## config.mk

```make
export PLATFORM = sky130hd
export DESIGN_NAME = arri_div_cell
export DESIGN_NICKNAME = d
export VERILOG_FILES = /design/src/rtl/arri_pkg.sv /design/src/rtl/arri_div_cell.sv
export SDC_FILE = /design/constraint.sdc
export NUM_CORES = 1
export LEC_CHECK = 0
export BUFFER_PORTS_ARGS = -buffer_cell sky130_fd_sc_hd__buf_2
export CAP_MARGIN = 20
export CORE_UTILIZATION = 54
export CTS_BUF_LIST = sky130_fd_sc_hd__clkbuf_4 sky130_fd_sc_hd__clkbuf_8 sky130_fd_sc_hd__clkbuf_16
export CTS_CLUSTER_DIAMETER = 80
export DETAILED_ROUTE_END_ITERATION = 6
export PLACE_DENSITY = 0.86
export SYNTH_ARGS = -nofsm -noshare
export SYNTH_HDL_FRONTEND = slang
export SYNTH_SLANG_ARGS = --single-unit
```

## constraint.sdc

```tcl
create_clock -name i_clk -period 7.6 [get_ports i_clk]
set_input_delay 1.14 -clock i_clk [delete_from_list [all_inputs] [get_ports i_clk]]
set_output_delay 1.14 -clock i_clk [all_outputs]
set_load 0.005 [all_outputs]
```

## src/rtl/arri_pkg.sv

```systemverilog
// Shared types and constants for the ray and rectangle intersection block.
package arri_pkg;

    typedef enum logic [1:0] {
        AXIS_XY = 2'd0,
        AXIS_XZ = 2'd1,
        AXIS_YZ = 2'd2,
        AXIS_NONE = 2'd3
    } t_axis;

    localparam logic [2:0] CFG_AXIS_SELECT  = 3'd0;
    localparam logic [2:0] CFG_PLANE_OFFSET = 3'd1;
    localparam logic [2:0] CFG_FIRST_LOW    = 3'd2;
    localparam logic [2:0] CFG_FIRST_HIGH   = 3'd3;
    localparam logic [2:0] CFG_SECOND_LOW   = 3'd4;
    localparam logic [2:0] CFG_SECOND_HIGH  = 3'd5;
    localparam logic [2:0] CFG_MATERIAL_ID  = 3'd6;

    localparam int TEX_BITS = 16;
    localparam int TEX_W    = TEX_BITS + 1;
    localparam int DIV_W    = 32;

    typedef struct packed {
        logic signed [31:0] range_max;
        logic signed [31:0] range_min;
        logic signed [31:0] dir_z;
        logic signed [31:0] dir_y;
        logic signed [31:0] dir_x;
        logic signed [31:0] origin_z;
        logic signed [31:0] origin_y;
        logic signed [31:0] origin_x;
    } t_ray;

    typedef struct packed {
        t_ray ray;
        logic neg;
        logic kill;
    } t_ray_side;

    typedef struct packed {
        logic               hit;
        logic               zero_span;
        logic signed [31:0] t;
        logic signed [31:0] point_x;
        logic signed [31:0] point_y;
        logic signed [31:0] point_z;
    } t_hit_side;

endpackage

```

## src/rtl/arri_div_cell.sv

```systemverilog
// One restoring division step with its pipeline register and passed sideband.
module arri_div_cell
    import arri_pkg::*;
#(
    parameter int DQ_W   = 17,
    parameter int SIDE_W = 1
) (
    input  logic              i_clk,
    input  logic              i_rst_n,
    input  logic              i_en,
    input  logic              i_valid,
    input  logic [DIV_W-1:0]  i_rem,
    input  logic [DQ_W-1:0]   i_dq,
    input  logic [DIV_W-1:0]  i_dvs,
    input  logic [SIDE_W-1:0] i_side,
    output logic              o_valid,
    output logic [DIV_W-1:0]  o_rem,
    output logic [DQ_W-1:0]   o_dq,
    output logic [DIV_W-1:0]  o_dvs,
    output logic [SIDE_W-1:0] o_side
);

    logic [DIV_W:0]   w_trial;
    logic [DIV_W:0]   w_diff;
    logic             w_ge;
    logic [DIV_W-1:0] n_rem;
    logic [DQ_W-1:0]  n_dq;
    logic             r_valid;
    logic [DIV_W-1:0] r_rem;
    logic [DQ_W-1:0]  r_dq;
    logic [DIV_W-1:0] r_dvs;
    logic [SIDE_W-1:0] r_side;

    always_comb begin
        w_trial = {i_rem, i_dq[DQ_W-1]};
        w_diff  = w_trial - {1'b0, i_dvs};
        w_ge    = (w_trial >= {1'b0, i_dvs});
        n_rem   = w_ge ? w_diff[DIV_W-1:0] : w_trial[DIV_W-1:0];
        n_dq    = {i_dq[DQ_W-2:0], w_ge};
    end

    always_ff @(posedge i_clk) begin
        if (!i_rst_n) begin
            r_valid <= 1'b0;
        end else if (i_en) begin
            r_valid <= i_valid;
        end
    end

    always_ff @(posedge i_clk) begin
        if (i_en) begin
            r_rem  <= n_rem;
            r_dq   <= n_dq;
            r_dvs  <= i_dvs;
            r_side <= i_side;
        end
    end

    assign o_valid = r_valid;
    assign o_rem   = r_rem;
    assign o_dq    = r_dq;
    assign o_dvs   = r_dvs;
    assign o_side  = r_side;

endmodule

```

### Yosys cells after proc, flatten, opt, wreduce, memory -nomap -nowiden

Cells that the tools add are included.

| storage, ports and cells | value |
|---|---|
| register bits after elaboration | 83 |
| input bits | 86 |

| operators by class | value |
|---|---|
| add/sub/neg operators | 1 |
| order comparisons | 1 |
| mux-type cells | 1 |

Operator list:

| cell | number |
|---|---|
| $ge A33 B32 Y1 | 1 |
| $mux W32 | 1 |
| $sub A32 B32 Y32 | 1 |

### Longest topological paths before layout

| depth | value |
|---|---|
| depth after elaboration | 2 |
| gate-level depth with buffers | 13 |
| gate-level depth less buffers | 12 |

### Worst setup path before layout

OpenSTA, ideal clock, no wires.

| path | value |
|---|---|
| path kind | input-to-reg |
| start point | input port i_dvs[7] |
| end point | register r_rem[13] (netlist: o_rem[13]) (data pin) |
| arrival | 3.649 ns |
| path slack | 3.689 ns |
| cell stages on the path | 12 |
| buffers on the path | 2 |
| path through | inv_1 ha_1 buf_2 nand4_1 or4_1 a21oi_1 nor3_1 a211oi_2 o21ai_2 o31ai_4 buf_4 mux2_1 |

| on the way | value |
|---|---|
| longest elaborated chain between the ends | 2 |

RTL lines:

| item | line | RTL |
|---|---|---|
| start, declared | arri_div_cell.sv:14 | `input logic [DIV_W-1:0] i_dvs,` |
| $sub A32 B32 Y32 / $ge A33 B32 Y1 (equally long branches) | arri_div_cell.sv:36, arri_div_cell.sv:37 |  |
| $mux W32 (*) | arri_div_cell.sv:38 | `n_rem = w_ge ? w_diff[DIV_W-1:0] : w_trial[DIV_W-1:0];` |
| net n_rem[13] | arri_div_cell.sv:26 | `logic [DIV_W-1:0] n_rem;` |
| end signal, assigned | arri_div_cell.sv:52 | `r_rem <= n_rem;` |
| end, declared | arri_div_cell.sv:29 | `logic [DIV_W-1:0] r_rem;` |

Mark *: on every way through the listed nets, which the timed path passes. The rest lies on a longest branch.
A chain may end at the register's enable or synchronous reset.

### Worst setup path after layout

| path | value |
|---|---|
| start point | input port i_dvs[18] |
| end point | register r_rem[3] (netlist: o_rem[3]) (data pin) |

| on the way | value |
|---|---|
| longest elaborated chain between the ends | 2 |

RTL lines:

| item | line | RTL |
|---|---|---|
| $ge A33 B32 Y1 | arri_div_cell.sv:37 | `w_ge = (w_trial >= {1'b0, i_dvs});` |
| $mux W32 | arri_div_cell.sv:38 |  |
| net n_rem[3] | arri_div_cell.sv:26 |  |

The timed path passes the listed nets, and every way through them passes these cells.

==> metrics.md <==
| Metric | Value |
|---|---|
| Outcome | completed |
| Switching share of power | between 20% and 30% |
| Post-synth EDFFs | 82 |
| H-tree depth | 3 |
| Final non-filler cell total | 700 |
| Yosys top cell area share | a little over half |
| Max Slew Vio Count | 0 |
| Hold path start | o_valid$_SDFFE_PN0P_ |
| Global-route wire length before repair | 16.6 mm |
| Vias in the first global route | roughly 3,600 |
| Via-to-Cell Ratio | 5.53 |
| Area grow syn2layout | 23.6% |
| Kind of critical path | in -> reg |
| Filler cells | 643 |
| DR WL/cell | 15.5 microns |
| Syn. warnings | 0 |
| Kind of end point of the critical path | flip-flop |
| WL met1 | 4.57 mm |
| Fin Setup TNS | 0 ps |
| Die ar. | 9090 sq um |
| Layout Skew | 0 ps |
| Clk_lat worst skew | around 360 ps |
| Cells after synthesis | 428 |
| Hold violation count in the final report | 0 |
| CP bufs+invs | 3 |
| CP top delay family | simple AND/OR/NAND/NOR gates |
| Hold_buf cts | 0 |
| Antenna cells | 0 |
| Nets | 710 |
| WL met3 | approximately 980 microns |
| CP Cell Sequence | buf_2 > inv_1 > ha_1 > nand4_1 > or4_1 > a21oi_1 > nor3_1 > a211oi_2 > o21ai_2 > o31ai_4 > buf_4 > mux2_2 |
| Crit path required time | between 7000 and 8000 ps |
| Synth Area per Inst | 11.0 sq um |
| Critical R2R Capture | o_valid$_SDFFE_PN0P_ |
| DR top layer | met4 |
| Worst EP arrival | ~4200 ps |
| Slowest cell on crit path | or4_1 |
| Startpoint types | input port |
| Seq cells post-synth | 83 |
| Ys flop type | edfxtp_1 |
| Syn Std Cell Area | 4710 sq um |
| Reg2Reg Depth | 2 |
| Top cells by area, synth | edfxtp_1 (52%), ha_1 (8.5%), a21oi_1 (5.7%) |
| Drt first pass iters | 5 |
| RR Startpoint | o_valid$_SDFFE_PN0P_ |
| Worst hold path type | reg -> reg |
| GP Congestion | 0.970 |
| PortBufs | 168 |
| Ports | between 150 and 200 |
| # DRC | 0 |
| Root buffer cell | clkbuf_8 |
| Achievable clock frequency | 246 MHz |
| Core Region | 8340 sq um |
| HPWL after DPL | 8.05 mm |
| Worst hold endpoint | o_valid$_SDFFE_PN0P_ |
| Layout cells sized above 1 | 32.8% |
| GRT overflow | 0 |
| CP max stage delay | 500 ps |
| Synth unique cells | 48 |
| Initial Utilization | between 50% and 60% |
| Worst reg2reg setup slack | around 7000 ps |
| Max-cap violations | 0 |
| Row Count | 33 |
| # Post-CTS Setup Buffers | 0 |
| Cts repair resizes | 0 |
| Internal power | 0.882 mW |
| Die Y | roughly 95 microns |
| Clock buffers created by TritonCTS | 9 |
| P per Cell Area | roughly 210 nW/um^2 |
| Chip Width | 95.4 microns |
| Worst IR Drop VDD | 0.000124 V |
| 1st-iter DRT viols | 260 |
| Initial antenna violation count | 0 |
| Slew @ Worst Pin | 1010 ps |
| Crit-path max FO | 54 |
| # setup viols final | 0 |
| Placed cell count | 685 |
| Final core utilization | 69.7% |
| Async SR Flop Fraction | 0% |
| DRT antenna net count | 0 |
| Sequential-to-total area share from yosys stat | 52.8% |
| Tot GR Track Use | 23.8% |
| CTS sink count | 83 |
| Clk pwr share | 28.9% |
| RSZ-0062 raised after global routing | no |
| Vias | 3,874 |
| Sw Pwr | ~0.34 mW |
| Syn_nets | 547 |
| Final clock period utilization by the worst path | between 50 and 60% |
| Largest net degree at the start of global routing | 84 |
| CTS tree | built |
| P_leak | 2.64 nW |
| Met2 routed WL | 5.11 mm |
| Register share of total power | between 40% and 50% |
| Most frequent cells in the layout | buf_2 (167), edfxtp_1 (82), a21oi_1 (54) |
| Clock Path Buffers | 2 |
| Hold Path Depth | 2 |
| Wirelength, routed | 10.9 mm |
| Largest area contributor in the netlist | edfxtp_1 |
| Tmin final | 4070 ps |
| Relative slew margins | 32.4% |
| Gate power share | a little under a quarter |
| Clock transition at path regs | 80 ps |
| Commonest non-fill, non-tap cell in the layout | buf_2 |
[per-stage QoR]
| stage | worst slack [ps] | area [sq um] | power [mW] | hold WS, ps |
|---|---|---|---|---|
| after detailed placement | 3170 | 5600 | 0.876 | 505 |
| after global placement | 3260 | 5600 | 0.868 | 493 |
| after global routing | 3310 | 5820 | 1.28 | 542 |
| final | 3530 | 5820 | 1.22 | 530 |
| after floorplan | 3690 | 4710 | 0.761 | 507 |
| after CTS | 3540 | 5820 | 1.22 | 528 |
[cell families after synthesis]
group	synth area share (%)
mux	3.03
buf+inv	4.87
compound gates	15.6
flops	52.8
fa+ha+maj	8.93
xor+xnor	5.03
simple gates	9.76
[worst register-to-register path, cell delays in order, from the launching register on]
cell and delay (ps):
dfxtp_1 320, mux2i_1 120, nor2b_1 60
[layout make-up]
cell class,instances,area [sq um],area share (%)
well taps,105,131,2.26
inverters,38,143,2.45
clock buffers,9,124,2.13
clock inverters,6,90.1,1.55
flip-flops and latches,83,2480,42.7
repair buffers,169,851,14.6
multi-input cells,290,1990,34.3
[synthesized netlist by cell type (2+ instances only)]
library cell / count
and4_1: 2
a211o_1: 2
a2bb2oi_1: 2
a21oi_1: 54
nor4_1: 4
a21o_1: 12
buf_2: 8
mux2i_1: 3
nand2_1: 27
buf_4: 3
nand4_1: 7
xnor2_1: 16
o41ai_1: 2
nor3_1: 2
o211ai_1: 4
o21bai_1: 3
inv_1: 38
nand2b_1: 4
ha_1: 32
nor2_1: 36
mux2_2: 6
o21ai_0: 16
edfxtp_1: 82
a211oi_1: 3
nor2b_1: 3
o21a_1: 6
a31oi_1: 5
clkbuf_1: 5
o22ai_1: 2
mux2_1: 4
nand3_1: 8
xor2_1: 11
[layer usage]
layer / vias to the layer above / track usage [%]
li1: 1893 / -
met1: 1753 / 31.1
met2: 210 / 38.8
met3: 18 / 5.82
met4: 0 / 7.83
met5: - / 0
[registers in the layout, indices dropped and copies added (netlist names)]
signal   count
o_dq        17
o_dvs       32
o_rem       32
o_side       1
o_valid      1
[power groups by stage]
stage,clock network [mW],logic [mW],registers [mW]
after floorplan,0,0.165,0.596
after global placement,0,0.281,0.587
after detailed placement,0,0.288,0.588
after CTS,0.356,0.290,0.578
after global routing,0.373,0.324,0.582
final,0.353,0.292,0.577
[worst max path at each step]
stage	cells after the start	slack [ps]	startpoint	end
final	12	3530	i_dvs[18]	o_rem[3]$_DFFE_PP_
after detailed placement	12	3170	i_dvs[18]	o_rem[10]$_DFFE_PP_
after global placement	12	3260	i_dvs[18]	o_rem[3]$_DFFE_PP_
after global routing	12	3310	i_dvs[7]	o_rem[6]$_DFFE_PP_
after CTS	12	3540	i_dvs[18]	o_rem[6]$_DFFE_PP_
after floorplan	12	3690	i_dvs[7]	o_rem[13]$_DFFE_PP_
Power figures use the tool's default switching activity.
